--- src/rtl/core/irc_pkg.sv ---
`timescale 1ns / 1ps

package irc_pkg;

  // Position datapath: (2k+1)*src is 19 bits, scaled by 2^15 for the Q16 step.
  localparam int PROD_W    = 19;
  localparam int NUM_W     = 34;
  localparam int DIV_STEPS = NUM_W;
  localparam int FRAC_W    = 16;
  localparam int AXIS_LAT  = DIV_STEPS + 2;
  localparam int BLEND_LAT = 5;

  typedef enum logic [2:0] {
    CFG_SRC_WIDTH   = 3'd0,
    CFG_SRC_HEIGHT  = 3'd1,
    CFG_DST_WIDTH   = 3'd2,
    CFG_DST_HEIGHT  = 3'd3,
    CFG_INTERP_MODE = 3'd4
  } irc_cfg_idx_t;

  typedef enum logic {
    REQ_WRITE = 1'b0,
    REQ_READ  = 1'b1
  } irc_req_t;

  typedef enum logic {
    MODE_NEAREST  = 1'b0,
    MODE_BILINEAR = 1'b1
  } irc_mode_t;

  typedef struct packed {
    logic [7:0]        idx;
    logic              same;
    logic [FRAC_W-1:0] frac;
  } irc_pos_t;

  typedef struct packed {
    logic       req;
    logic       oor;
    logic [1:0] ch;
    logic [9:0] col;
    logic [9:0] row;
    logic [7:0] pix;
  } irc_side_t;

endpackage

--- src/rtl/core/irc_blend.sv ---
`timescale 1ns / 1ps

module irc_blend
  import irc_pkg::*;
(
  input  logic              clk,
  input  logic              en,
  input  logic [7:0]        a,
  input  logic [7:0]        b,
  input  logic [7:0]        c,
  input  logic [7:0]        d,
  input  logic [FRAC_W-1:0] fx,
  input  logic [FRAC_W-1:0] fy,
  output logic [7:0]        pix
);

  logic [7:0]         a1_r, c1_r;
  logic signed [25:0] m0_r, m1_r;
  logic [FRAC_W-1:0]  fy1_r, fy2_r, fy3_r;
  logic signed [25:0] t0_r, t1_r, t0_3_r, dt_r, t0_4_r;
  logic signed [42:0] prod_r;
  logic [7:0]         pix_r;
  logic signed [42:0] sum;

  always_ff @(posedge clk) begin
    if (en) begin
      // horizontal weights: t = a*2^16 + (b-a)*fx
      a1_r  <= a;
      c1_r  <= c;
      m0_r  <= 26'($signed(9'({1'b0, b}) - 9'({1'b0, a})) * $signed({1'b0, fx}));
      m1_r  <= 26'($signed(9'({1'b0, d}) - 9'({1'b0, c})) * $signed({1'b0, fx}));
      fy1_r <= fy;

      t0_r  <= $signed({2'b00, a1_r, 16'b0}) + m0_r;
      t1_r  <= $signed({2'b00, c1_r, 16'b0}) + m1_r;
      fy2_r <= fy1_r;

      dt_r   <= t1_r - t0_r;
      t0_3_r <= t0_r;
      fy3_r  <= fy2_r;

      prod_r <= 43'(dt_r * $signed({1'b0, fy3_r}));
      t0_4_r <= t0_3_r;

      pix_r <= sum[39:32];
    end
  end

  // round half up from Q32
  assign sum = (43'(t0_4_r) <<< 16) + prod_r + (43'(1) <<< 31);
  assign pix = pix_r;

endmodule

--- config.mk ---
export PLATFORM = sky130hd
export DESIGN_NAME = irc_blend
export DESIGN_NICKNAME = d
export VERILOG_FILES = /design/src/rtl/core/irc_pkg.sv /design/src/rtl/core/irc_blend.sv
export SDC_FILE = /design/constraint.sdc
export NUM_CORES = 2
export LEC_CHECK = 0
export BUFFER_PORTS_ARGS = -buffer_cell sky130_fd_sc_hd__buf_2
export CAP_MARGIN = 20
export CELL_PAD_IN_SITES_DETAIL_PLACEMENT = 2
export CELL_PAD_IN_SITES_GLOBAL_PLACEMENT = 2
export CORE_MARGIN = 1.5
export CORE_UTILIZATION = 30
export DETAILED_ROUTE_END_ITERATION = 12
export GPL_TIMING_DRIVEN = 0
export PLACE_DENSITY_LB_ADDON = 0.1
export SLEW_MARGIN = 20
export SYNTH_ARGS = -nofsm -noshare
export SYNTH_HDL_FRONTEND = slang
export SYNTH_SLANG_ARGS = --single-unit
--- constraint.sdc ---
create_clock -name clk -period 9.75 [get_ports clk]
set_input_delay 1.4625 -clock clk [delete_from_list [all_inputs] [get_ports clk]]
set_output_delay 1.4625 -clock clk [all_outputs]
set_load 0.02 [all_outputs]
# ---- After elaboration in Yosys (flattened, before gate mapping)
# Cells that the tools add are included.
dict set report classes {
  n_addsub 7
  multipliers 3
  div_mod_pow 0
  n_lt_le_gt_ge 0
  n_eq_ne 0
  n_shift 0
  n_mux 0
  n_bitwise 0
  n_reduce_logical 0
}
# op count
set ops {}
lappend ops {{adder 25 x 26 -> 26 bit} 2}
lappend ops {{multiplier 9 x 17 -> 26 bit} 2}
lappend ops {{adder 40 x 33 -> 40 bit (second input constant)} 1}
lappend ops {{adder 40 bit} 1}
lappend ops {{multiplier 26 x 17 -> 40 bit} 1}
lappend ops {{subtractor 26 bit} 1}
lappend ops {{subtractor 8 x 8 -> 9 bit} 2}
dict set report totals {
  regBits 290
  latch_bits 0
  ram_bits 0
  rom_bits 0
  inputBits 66
  out_inout_bits 8
  word_cells 24
  memories 0
}

# ---- Longest topological paths before layout
dict set report depth {
  word_depth 2
  ltp_mapped 32
  ltp_nobuf 32
}

# ---- Least setup slack after synthesis
# Ideal clock, no wire load.
dict set report synth_path {
  kind {input port to flip-flop}
  from {input port b[0]}
  to {register m0_r[25] (data pin)}
  setup_ps 260
  arrival_time_ps 7737
  required_time_ps 9490
  slack_ps 1753
  stages 29
  n_path_buf 1
  cell_sequence {inv_1 > ha_1 > fa_1 > nor2b_1 > o21ai_0 > nand2b_1 > a21oi_1 > o21ai_0 > xor2_1 > clkbuf_1 > nand2_1 > fa_1 > fa_1 > inv_1 > fa_1 > fa_1 > inv_1 > fa_1 > inv_1 > ha_1 > a21oi_1 > o21bai_1 > a31o_2 > a41oi_1 > a21oi_1 > a211oi_1 > o221ai_1 > a21oi_1 > xnor2_1}
}
dict set report synth_between {
  elab_chain_len 2
}
# element line
set synth_lines {}
lappend synth_lines {{start, declared} irc_blend.sv:9} ;# input logic [7:0] b,
lappend synth_lines {{subtractor 8 x 8 -> 9 bit} irc_blend.sv:30} ;# m0_r <= 26'($signed(9'({1'b0, b}) - 9'({1'b0, a})) * $signed({1'b0, fx}));
lappend synth_lines {{multiplier 9 x 17 -> 26 bit} irc_blend.sv:30}
lappend synth_lines {{end signal, assigned} irc_blend.sv:30}
lappend synth_lines {{end, declared} irc_blend.sv:18} ;# logic signed [25:0] m0_r, m1_r;
# No other way between the ends.
# A chain may end at the register's enable or synchronous reset.

# ---- Worst setup path after layout
dict set report layout_path {
  from {input port a[0]}
  to {register m0_r[25] (data pin)}
}
dict set report layout_between {
  elab_chain_len 2
}
# element line
set layout_lines {}
lappend layout_lines {{start, declared} irc_blend.sv:8} ;# input logic [7:0] a,
lappend layout_lines {{subtractor 8 x 8 -> 9 bit} irc_blend.sv:30}
lappend layout_lines {{multiplier 9 x 17 -> 26 bit} irc_blend.sv:30}
# No other way between the ends.

==> flow_summary.ini <==
[global_route]
track_usage_pct = 18.1
grt_pass1_wl_mm = 161
antenna_found_initial = 5
grt-ovfl-total = 0
first_global_vias = 27565
grt_max_degree = 97

[die]
coreArea_um2 = 114000
die_w_um = 342
start_util_pct = 30.2
die_y_um = 342
dieArea_um2 = 117000
ios = 74
rows = 124

[timing]
worst_slew_pin_slew_ns = 1.04
hold_viol_final = 0
whs_ns = 0.414
finalCritPeriodShare_pct = 93.7
rsz0062_at_grt = no
clock_skew_ns = 0.0207
fmax_mhz = 109
slew-limit-headroom_pct = 30.0
min_period_ns = 9.13
setup_viol = 0
slew_viol_final = 0

[logic_synthesis]
ys.flop_type = edfxtp_1
ys_seq_area_share_pct = 23.9
avgSynthCellArea_um2 = 10.5
syn_inst = 3292
synth_nets = 4278
ys_warn_count = 0
synth_cell_types = 63
netlist_area_um2 = 34400
async_reset_ff_share_pct = 0
synth_seq_cells = 274
synth_edf_count = 274

[critical_path]
r2r_slack_ns = 1.33
setup.worst_path.start = a[0]
setup.worst_path.class = in -> reg
cp-start-kind = primary input
crit_fanout = 10
worstPathArrival_ns = 9.45
crit_required_ns = 10.07
r2r.worst_path.cells = 23
endpoint_kind = flip-flop
r2r_start = fy3_r[8]$_DFFE_PP_
worstReg2RegEnd = prod_r[39]$_DFFE_PP_
setup.worst_path.end = m0_r[25]$_DFFE_PP_

[clocking]
clkSinkCount = 274
path_clk_slew_ns = 0.06
insertion_delay_ns = 0.59
clockBufferDepth = 3
cts_buffers = 31
cts-root-buf = clkbuf_16
cts_tree = yes
htree_levels = 1
cts_hold_buffers = 0

[finish]
fin_util_pct = 33.1
mostFrequentLayoutCells = inv_1, fa_1, nand2_1, ha_1, edfxtp_1
area_growth_pct = 9.71
layout-drive-gt1-share_pct = 4.53
multiInputGateArea_um2 = 23100
nets = 4386
fillCellCount = 12375
final_common_cell = inv_1
seq_area_um2 = 8230

[flow_run]
drv_cap = 0

[routing]
vias = 22575
wl_per_cell_um = 20.6
firstDrtPassIters = 4
drcViolationCount = 0
viasPerCell = 4.57
finalWirelength_mm = 102
drtIter0Drc = 583
antenna_left = 0

[placement]
io_buffers = 73
dp_hpwl_mm = 87.8
gp_congestion = 0.824

[hold_path]
hold_path_class = reg -> reg
hold_depth = 0

[run_status]
status = complete, no violations
-- flip-flops by register name, summed over array words and instances, names as in the netlist --
name	count
m1_r	26
c1_r	8
fy2_r	16
prod_r	24
m0_r	26
t0_4_r	24
a1_r	8
t0_r	26
t1_r	26
fy1_r	16
dt_r	26
pix	8
t0_3_r	24
fy3_r	16
-- worst max-delay path, stage by stage --
cell	delay (ns)
buf_2	0.14
ha_1	0.24
fa_1	0.42
nor2b_1	0.13
o21ai_0	0.15
nand2b_1	0.16
xor2_1	0.79
clkbuf_1	0.52
nand2_1	0.15
fa_1	0.54
fa_1	0.55
inv_1	0.05
fa_1	0.45
fa_1	0.49
inv_1	0.05
fa_1	0.49
inv_1	0.04
ha_1	0.31
a21oi_1	0.28
o21bai_1	0.15
a31o_2	0.30
a41oi_1	0.38
a21oi_1	0.18
a211oi_1	0.49
o221ai_1	0.18
a21oi_1	0.20
xnor2_1	0.13
-- logic make-up after synthesis --
group / synth area share (%)
fa+ha+maj: 46.2
compound gates: 4.63
simple gates: 13.0
xor+xnor: 3.31
buf+inv: 8.95
flops: 23.9
-- synthesized netlist by cell type (4+ instances only) --
library cell  instances  area share (%)
or3_1                 7            0.13
o21bai_1             17            0.37
clkbuf_1             96             1.0
o21a_1               12            0.26
xnor2_1              96             2.4
or2_2                12            0.22
fa_1                586              34
a211oi_1              8            0.17
and3_1                9            0.16
nor2_1               77            0.84
nand4_1               4           0.073
a21oi_1              81             1.2
nor2b_1              35            0.64
o31ai_1               4           0.087
edfxtp_1            274              24
o2111ai_1             5            0.13
nor3_1               23            0.33
a21boi_0              4           0.087
inv_1               724             7.9
nand2b_1             63             1.1
a21o_1               25            0.54
o21ai_0              44            0.64
nand3_1              21            0.31
nand2_1             385             4.2
xor2_1               34            0.86
and2_1              261             4.7
ha_1                334              12
-- timing repair --
action,in CTS,in global routing
resized for setup,0,4
setup endpoints to repair,0,2
buffers inserted,0,0
-- worst min-delay path by stage --
stage | end | start
after floorplan | fy2_r[0]$_DFFE_PP_ | fy1_r[0]$_DFFE_PP_
after global placement | fy2_r[4]$_DFFE_PP_ | fy1_r[4]$_DFFE_PP_
after detailed placement | fy2_r[4]$_DFFE_PP_ | fy1_r[4]$_DFFE_PP_
after CTS | t0_4_r[12]$_DFFE_PP_ | t0_3_r[12]$_DFFE_PP_
after global routing | fy3_r[13]$_DFFE_PP_ | fy2_r[13]$_DFFE_PP_
final | t0_4_r[12]$_DFFE_PP_ | t0_3_r[12]$_DFFE_PP_
-- per-layer routing --
metal / wire [um] / share of wire, % / vias to the layer above / global-route usage [%]
li1: - / - / 10346 / -
met4: 3280 / 3.2 / 2 / 5.42
met3: 2190 / 2.2 / 153 / 1.43
met1: 42500 / 42 / 11831 / 21.7
met5: 13 / 0.013 / - / 0
met2: 53800 / 53 / 243 / 34.1
-- through the flow --
step / instances / TNS [ns] / setup slack [ns] / instance area (um2)
finish: 4938 / 0 / 0.615 / 37800
global route: 4937 / 0 / 0.0901 / 37800
CTS: 4937 / 0 / 0.0583 / 37800
detailed placement: 4879 / -1.45 / -0.591 / 36800
global placement: 4877 / -0.664 / -0.348 / 36700
floorplan: 3292 / 0 / 1.75 / 34400
-- cell type report --
class	instances	area share [%]
Inverter	724	7.19
Clock buffer	33	2.07
Multi-Input combinational cell	2197	61.3
Clock inverter	25	0.579
Sequential cell	274	21.8
Buffer	97	0.967
Tap cell	1512	5.01
Antenna cell	1	0.00662
Timing Repair Buffer	75	1.14
Power is left out: the tool's default activity adds up to more than one toggle a clock period on the data nets, which glitch-free logic cannot reach.
