$ cat src/rtl/core/irc_pkg.sv
`timescale 1ns / 1ps

package irc_pkg;

  // Position datapath: (2k+1)*src is 19 bits, scaled by 2^15 for the Q16 step.
  localparam int PROD_W    = 19;
  localparam int NUM_W     = 34;
  localparam int DIV_STEPS = NUM_W;
  localparam int FRAC_W    = 16;
  localparam int AXIS_LAT  = DIV_STEPS + 2;
  localparam int BLEND_LAT = 5;

  typedef enum logic [2:0] {
    CFG_SRC_WIDTH   = 3'd0,
    CFG_SRC_HEIGHT  = 3'd1,
    CFG_DST_WIDTH   = 3'd2,
    CFG_DST_HEIGHT  = 3'd3,
    CFG_INTERP_MODE = 3'd4
  } irc_cfg_idx_t;

  typedef enum logic {
    REQ_WRITE = 1'b0,
    REQ_READ  = 1'b1
  } irc_req_t;

  typedef enum logic {
    MODE_NEAREST  = 1'b0,
    MODE_BILINEAR = 1'b1
  } irc_mode_t;

  typedef struct packed {
    logic [7:0]        idx;
    logic              same;
    logic [FRAC_W-1:0] frac;
  } irc_pos_t;

  typedef struct packed {
    logic       req;
    logic       oor;
    logic [1:0] ch;
    logic [9:0] col;
    logic [9:0] row;
    logic [7:0] pix;
  } irc_side_t;

endpackage

$ cat src/rtl/core/irc_axis.sv
`timescale 1ns / 1ps

module irc_axis
  import irc_pkg::*;
(
  input  logic       clk,
  input  logic       en,
  input  logic [9:0] k,
  input  logic [7:0] src,
  input  logic [10:0] dst,
  input  logic       mode,
  output irc_pos_t   pos
);

  logic [PROD_W-1:0] prod_r;
  logic [10:0]       rem_r [DIV_STEPS];
  logic [NUM_W-1:0]  quo_r [DIV_STEPS];
  logic [NUM_W-1:0]  num_r [DIV_STEPS];
  irc_pos_t          pos_r;
  irc_pos_t          pos_nxt;

  always_ff @(posedge clk) begin
    if (en) begin
      prod_r <= PROD_W'({k, 1'b1}) * PROD_W'(src);
    end
  end

  // Restoring divide of (2k+1)*src*2^15 by dst, one quotient bit per stage.
  for (genvar j = 0; j < DIV_STEPS; j++) begin : g_div
    logic [10:0]      rem_in;
    logic [NUM_W-1:0] quo_in;
    logic [NUM_W-1:0] num_in;
    logic [11:0]      trial;

    if (j == 0) begin : g_first
      assign rem_in = '0;
      assign quo_in = '0;
      assign num_in = {prod_r, (NUM_W - PROD_W)'(0)};
    end else begin : g_next
      assign rem_in = rem_r[j-1];
      assign quo_in = quo_r[j-1];
      assign num_in = num_r[j-1];
    end

    assign trial = {rem_in, num_in[NUM_W-1]};

    always_ff @(posedge clk) begin
      if (en) begin
        if (trial >= {1'b0, dst}) begin
          rem_r[j] <= 11'(trial - {1'b0, dst});
          quo_r[j] <= {quo_in[NUM_W-2:0], 1'b1};
        end else begin
          rem_r[j] <= trial[10:0];
          quo_r[j] <= {quo_in[NUM_W-2:0], 1'b0};
        end
        num_r[j] <= {num_in[NUM_W-2:0], 1'b0};
      end
    end
  end

  always_comb begin
    logic [NUM_W-1:0] q;
    logic [NUM_W-1:0] p;
    logic [7:0]       sm1;
    q   = quo_r[DIV_STEPS-1];
    p   = q - NUM_W'(32768);
    sm1 = src - 8'd1;
    pos_nxt.idx  = '0;
    pos_nxt.same = 1'b1;
    pos_nxt.frac = '0;
    if (mode == MODE_NEAREST) begin
      if (q[NUM_W-1:FRAC_W] > 18'(sm1)) begin
        pos_nxt.idx = sm1;
      end else begin
        pos_nxt.idx = q[FRAC_W+7:FRAC_W];
      end
    end else if (q >= NUM_W'(32768)) begin
      // positions left of the first sample skip this branch and stay clamped to index zero
      pos_nxt.frac = p[FRAC_W-1:0];
      if (p[NUM_W-1:FRAC_W] >= 18'(sm1)) begin
        pos_nxt.idx = sm1;
      end else begin
        pos_nxt.idx  = p[FRAC_W+7:FRAC_W];
        pos_nxt.same = 1'b0;
      end
    end
  end

  always_ff @(posedge clk) begin
    if (en) begin
      pos_r <= pos_nxt;
    end
  end

  assign pos = pos_r;

endmodule

$ cat config.mk
export PLATFORM = sky130hd
export DESIGN_NAME = irc_axis
export DESIGN_NICKNAME = d
export VERILOG_FILES = /design/src/rtl/core/irc_pkg.sv /design/src/rtl/core/irc_axis.sv
export SDC_FILE = /design/constraint.sdc
export NUM_CORES = 2
export LEC_CHECK = 0
export BUFFER_PORTS_ARGS = -buffer_cell sky130_fd_sc_hd__buf_2
export CAP_MARGIN = 10
export CORE_ASPECT_RATIO = 2
export CORE_MARGIN = 2
export CORE_UTILIZATION = 64
export CTS_CLUSTER_DIAMETER = 150
export DETAILED_ROUTE_END_ITERATION = 16
export PLACE_DENSITY_LB_ADDON = 0.25
export REMOVE_ABC_BUFFERS = 1
export SLEW_MARGIN = 20
export SYNTH_ARGS = -nofsm -noshare
export SYNTH_HDL_FRONTEND = slang
export SYNTH_SLANG_ARGS = --single-unit
$ cat constraint.sdc
create_clock -name clk -period 6.1 [get_ports clk]
set_clock_uncertainty 0.2 [all_clocks]
set_input_delay 0.61 -clock clk [delete_from_list [all_inputs] [get_ports clk]]
set_output_delay 0.61 -clock clk [all_outputs]
set_load 0.02 [all_outputs]
# After elaboration in Yosys (flattened, before gate mapping)

Memories as Yosys holds them, arrays and structs flattened.
Index checks and enable logic that the tools add are counted.

Flip-flop bits (word level): 44
Bits in latches: 0
Memory bits (writable): 2,652
ROM bits: 0
Input port bits: 32
Output and inout port bits: 25
Word-level logic and storage cells: 429
Memories kept: 3

Memories:

| memory | words | width | read ports | clocked after Yosys merged registers in | wr ports | line           | RTL |
|---|---|---|---|---|---|---|---|
| quo_r  | 34    | 34    | 34         | 0                                       | 34       | irc_axis.sv:17 | `logic [NUM_W-1:0] quo_r [DIV_STEPS];` |
| num_r  | 34    | 33    | 33         | 0                                       | 34       | irc_axis.sv:18 | `logic [NUM_W-1:0] num_r [DIV_STEPS];` |
| rem_r  | 34    | 11    | 33         | 0                                       | 34       | irc_axis.sv:16 | `logic [10:0] rem_r [DIV_STEPS];` |

Add/sub/neg operators: 36
$mul: 1
Divide/modulo/power cells: 0
Order comparisons: 37
Equal/unequal tests: 0
Shifts and indexed selects: 0
Multiplexer cells: 279
Bitwise logic cells: 68
Reduce and logical (&&, ||, !) cells: 1

Operators with widths:

| kind                                                   | count |
|---|---|
| two-way mux 34 bit                                     | 34 |
| >= comparator 12 x 11 -> 1 bit                         | 33 |
| two-way mux 11 bit                                     | 34 |
| subtractor 11 bit                                      | 33 |
| two-way mux 1 bit                                      | 207 |
| bitwise OR 1 bit                                       | 68 |
| >= comparator 34 x 16 -> 1 bit (second input constant) | 1 |
| subtractor 34 x 16 -> 34 bit (second input constant)   | 1 |
| two-way mux 25 bit                                     | 1 |
| two-way mux 8 bit                                      | 3 |
| multiplier 11 x 8 -> 19 bit                            | 1 |
| >= comparator 18 x 8 -> 1 bit                          | 1 |
| greater-than comparator 18 x 8 -> 1 bit                | 1 |
| >= comparator 1 x 11 -> 1 bit                          | 1 |
| subtractor 1 x 11 -> 11 bit                            | 1 |
| subtractor 8 x 1 -> 8 bit (second input constant)      | 1 |
| AND reduction 2 bit                                    | 1 |

# Logic depth before layout (Yosys ltp)

An unclocked memory read counts as a cell.

Depth in word-level cells: 6
Mapped depth: 18
Depth with buffers taken out: 17

# Worst setup path after synthesis

No wires, ideal clock.

Kind: input-to-reg
Start: in src[6]
End: reg prod_r[18] (data pin)
Setup time: 0.167 ns
Arrival: 4.655 ns
Required time: 5.733 ns
Slack: 1.078 ns
Stages on the path: 18
Buffers on the path: 1
Cell sequence: clkbuf_1 > and2_1 > fa_1 > inv_1 > fa_1 > inv_1 > fa_1 > inv_1 > fa_1 > inv_1 > ha_1 > o21ai_0 > nand2b_1 > o41a_1 > a211oi_1 > nor3_1 > o211a_1 > a211oi_1

Word-level cells in the longest chain between the ends: 1

RTL lines:

| element                     | line           | RTL |
|---|---|---|
| from (decl)                 | irc_axis.sv:9  | `input logic [7:0] src,` |
| multiplier 11 x 8 -> 19 bit | irc_axis.sv:24 | `prod_r <= PROD_W'({k, 1'b1}) * PROD_W'(src);` |
| to (signal assigned)        | irc_axis.sv:24 |  |
| to (decl)                   | irc_axis.sv:15 | `logic [PROD_W-1:0] prod_r;` |

Every way passes these cells.
A chain may end at the register's enable or synchronous reset.

# Final worst setup path

Same ends and word-level chain as after synthesis.

==> flow_metrics.py <==
metrics = {
    "timing": {
        "fin_crit_sh_pct": 80.6,
        "period_minus_slack_ps": 4920,
        "slew_headroom_pct": 26.8,
        "tns_ps": 0,
        "setup_violations": 0,
        "finalHoldWorstSlack_ps": 82.3,
        "grt_setup_unrepaired": "no",
        "max_freq_mhz": 203,
        "worst-slew-pin-transition_ps": 1100,
        "finalHoldViolations": 0,
        "maxSlewViolCount": 0,
    },
    "critical_path": {
        "critPathRequiredTime_ps": 6470,
        "r2r_end": "pos[17]$_DFFE_PP_",
        "path_max_fanout": 13,
        "worstSetupEndpointType": "flop",
        "r2r-start": "quo_r[33][19]$_DFFE_PP_",
        "crit_type": "input port to flop",
        "startpoint": "src[6]",
        "start_kind": "input port",
        "ff2ff_path_depth": 12,
        "ff2ff_setup_slack_ps": 1570,
        "crit_arrival_ps": 5280,
    },
    "run_status": {
        "outcome": "completed",
    },
    "route": {
        "drc": 0,
        "viasPerCell": 6.17,
        "drt_wl_total_mm": 122,
        "detail-route-antenna-nets": 0,
        "vias": 35879,
        "drt_iter0_markers": 2395,
        "drt_pass1_iterations": 7,
        "wl_per_cell_um": 21.0,
    },
    "power_and_ir_drop": {
        "power_density_nw_per_um2": 436,
        "ir_drop_uv": 298,
        "p_leak_nw": 24.2,
    },
    "placement": {
        "place_area_um2": 61500,
        "io_buffers": 56,
        "place_congestion": 0.899,
        "dpl.hpwl_mm": 82.7,
    },
    "synth": {
        "post_synth_mux_area_share_pct": 5.70,
        "synth.distinct_cells": 71,
        "syn_avg_cell_area_um2": 13.5,
        "ys_ff_latch": 1173,
        "syn_area_um2": 59500,
        "ys.flop_type": "edfxtp_1",
        "yosys_warnings": 0,
        "synth_xor_area_share_pct": 2.85,
        "ys_async_sr_fraction_pct": 0,
        "synth_compound_area_share_pct": 7.65,
        "synth_top_area_cell": "edfxtp_1",
        "synth-edff-count": 1172,
        "synth_area_leaders": "edfxtp_1, ha_1, mux2_2, fa_1, xnor2_1",
        "synthCells": 4412,
        "yosysSeqAreaShare_pct": 59.2,
        "synth_top_family_by_area": "adder cells",
        "synthSimpleGateAreaFrac_pct": 10.6,
        "synthDominantCellAreaShare_pct": 59.1,
        "synth_fa_ha_area_share_pct": 11.7,
    },
    "run": {
        "max_cap_viol_count": 0,
    },
    "global_route": {
        "grt.total_usage_pct": 26.0,
        "grt_pass1_wl_mm": 192,
        "grt_max_degree": 184,
        "antenna_found_initial": 1,
        "grt-ovfl-total": 0,
        "grt_pass1_vias": 37136,
    },
    "clock_tree": {
        "clk_path_buf_depth": 3,
        "cts_tree": "yes",
        "cts_root_buf": "clkbuf_16",
        "cts_buffers": 98,
        "path_clk_slew_ps": 70,
        "postCtsHoldBufs": 0,
        "htreeDepth": 3,
        "post_cts_buffers": 0,
        "cts.sinks": 1173,
        "cts_resized": 0,
        "clk_latency_ps": 730,
    },
    "layout": {
        "drive_above_1_share_pct": 12.7,
        "final_util_pct": 70.1,
        "design_area_um2": 64800,
        "area_growth_pct": 8.94,
        "nets": 5074,
        "diodes": 0,
        "num-fill-cells": 6279,
    },
    "die": {
        "start_util_pct": 64.3,
        "core_um2": 92500,
        "dieArea_um2": 95600,
        "die_h_um": 435,
        "rows": 158,
        "die_x_um": 220,
        "pin_count": 57,
    },
    "hold_path": {
        "min_from": "en",
        "hold_path_class": "input port to flop",
        "hold_end": "quo_r[5][1]$_DFFE_PP_",
        "hold_path_depth": 1,
    },
}
registers in the layout, indices dropped and copies added (netlist names):
signal and count:
num_r 171, pos 25, prod_r 19, quo_r 595, rem_r 363
layer usage:
layer / global-route usage, % / vias up / wire length (µm)
met2: 48.0 / 892 / 66300
met1: 28.0 / 17716 / 43500
met3: 3.90 / 368 / 4990
li1: - / 16903 / -
met5: 0 / - / 0
met4: 14.0 / 0 / 7130
cell usage in the layout (no fill, tap or decap), drive strengths merged, types with 26 or more instances in the layout:
cell and n:
a21oi 125, fa 86, nor2b 137, xor2 69
xnor2 125, mux2 256, a211oi 60, edfxtp 1172
and2 120, inv 278, clkinv 42, o211ai 26
nor3 134, nor4 43, buf 110, ha 421
or3 64, clkbuf 112, o21ai 172, nor2 201
nand2 207, nand3 111, nand4 76, mux2i 51
a21boi 66
worst max path at each step:
stage,endpoint
2_1_floorplan,prod_r[18]$_DFFE_PP_
3_3_place_gp,prod_r[18]$_DFFE_PP_
3_5_place_dp,prod_r[18]$_DFFE_PP_
4_1_cts,prod_r[18]$_DFFE_PP_
5_1_grt,prod_r[18]$_DFFE_PP_
6_report,prod_r[18]$_DFFE_PP_
power by group:
part           total [W]  leakage, nW  switching [W]  internal, W
Clock            0.00658         1.60        0.00299      0.00359
Sequential        0.0117         11.4       0.000739       0.0110
Combinational    0.00991         11.2        0.00538      0.00453
worst max-delay path, cell delays in order:
cell	delay (ps)
buf_2	180
and2_1	200
fa_1	530
inv_1	70
fa_1	530
inv_1	60
fa_1	530
inv_1	50
fa_1	540
inv_1	50
ha_1	340
o21ai_0	190
nand2b_1	90
o41a_1	170
a211oi_1	520
nor3_1	200
o211a_1	260
a211oi_1	160
layout make-up:
class / count / area (µm²) / share of cell area (%)
multi-input combinational: 2873 / 22900 / 35.3
timing repair buffer: 110 / 808 / 1.25
sequential: 1173 / 35200 / 54.3
clock buffer: 112 / 2500 / 3.86
tap: 1200 / 1500 / 2.32
clock inverter: 65 / 848 / 1.31
inverter: 279 / 1050 / 1.62
cells in the mapped netlist (all sizes together), types with 86 or more instances:
library cell  count
a21oi           125
and2            120
edfxtp         1172
fa               86
ha              421
inv             278
mux2            256
nand2           207
nand3           111
nor2            201
nor2b           137
nor3            134
o21ai           172
xnor2           125
through the flow:
step / setup slack, ps / total power (W) / instances
floorplan: 1250 / 0.0191 / 4325
global placement: 674 / 0.0213 / 5635
detailed placement: 490 / 0.0216 / 5635
CTS: 1310 / 0.0283 / 5812
global route: 972 / 0.0299 / 5812
finish: 1180 / 0.0282 / 5812
logic make-up (layout without fill, tap and decap cells):
logic type / Yosys count / after routing
fa+ha+maj: 507 / 507
xor+xnor: 194 / 194
simple gates: 1201 / 1201
buf+inv: 366 / 566
mux: 307 / 307
compound gates: 664 / 664
flops: 1173 / 1173
Power figures use the tool's default switching activity.
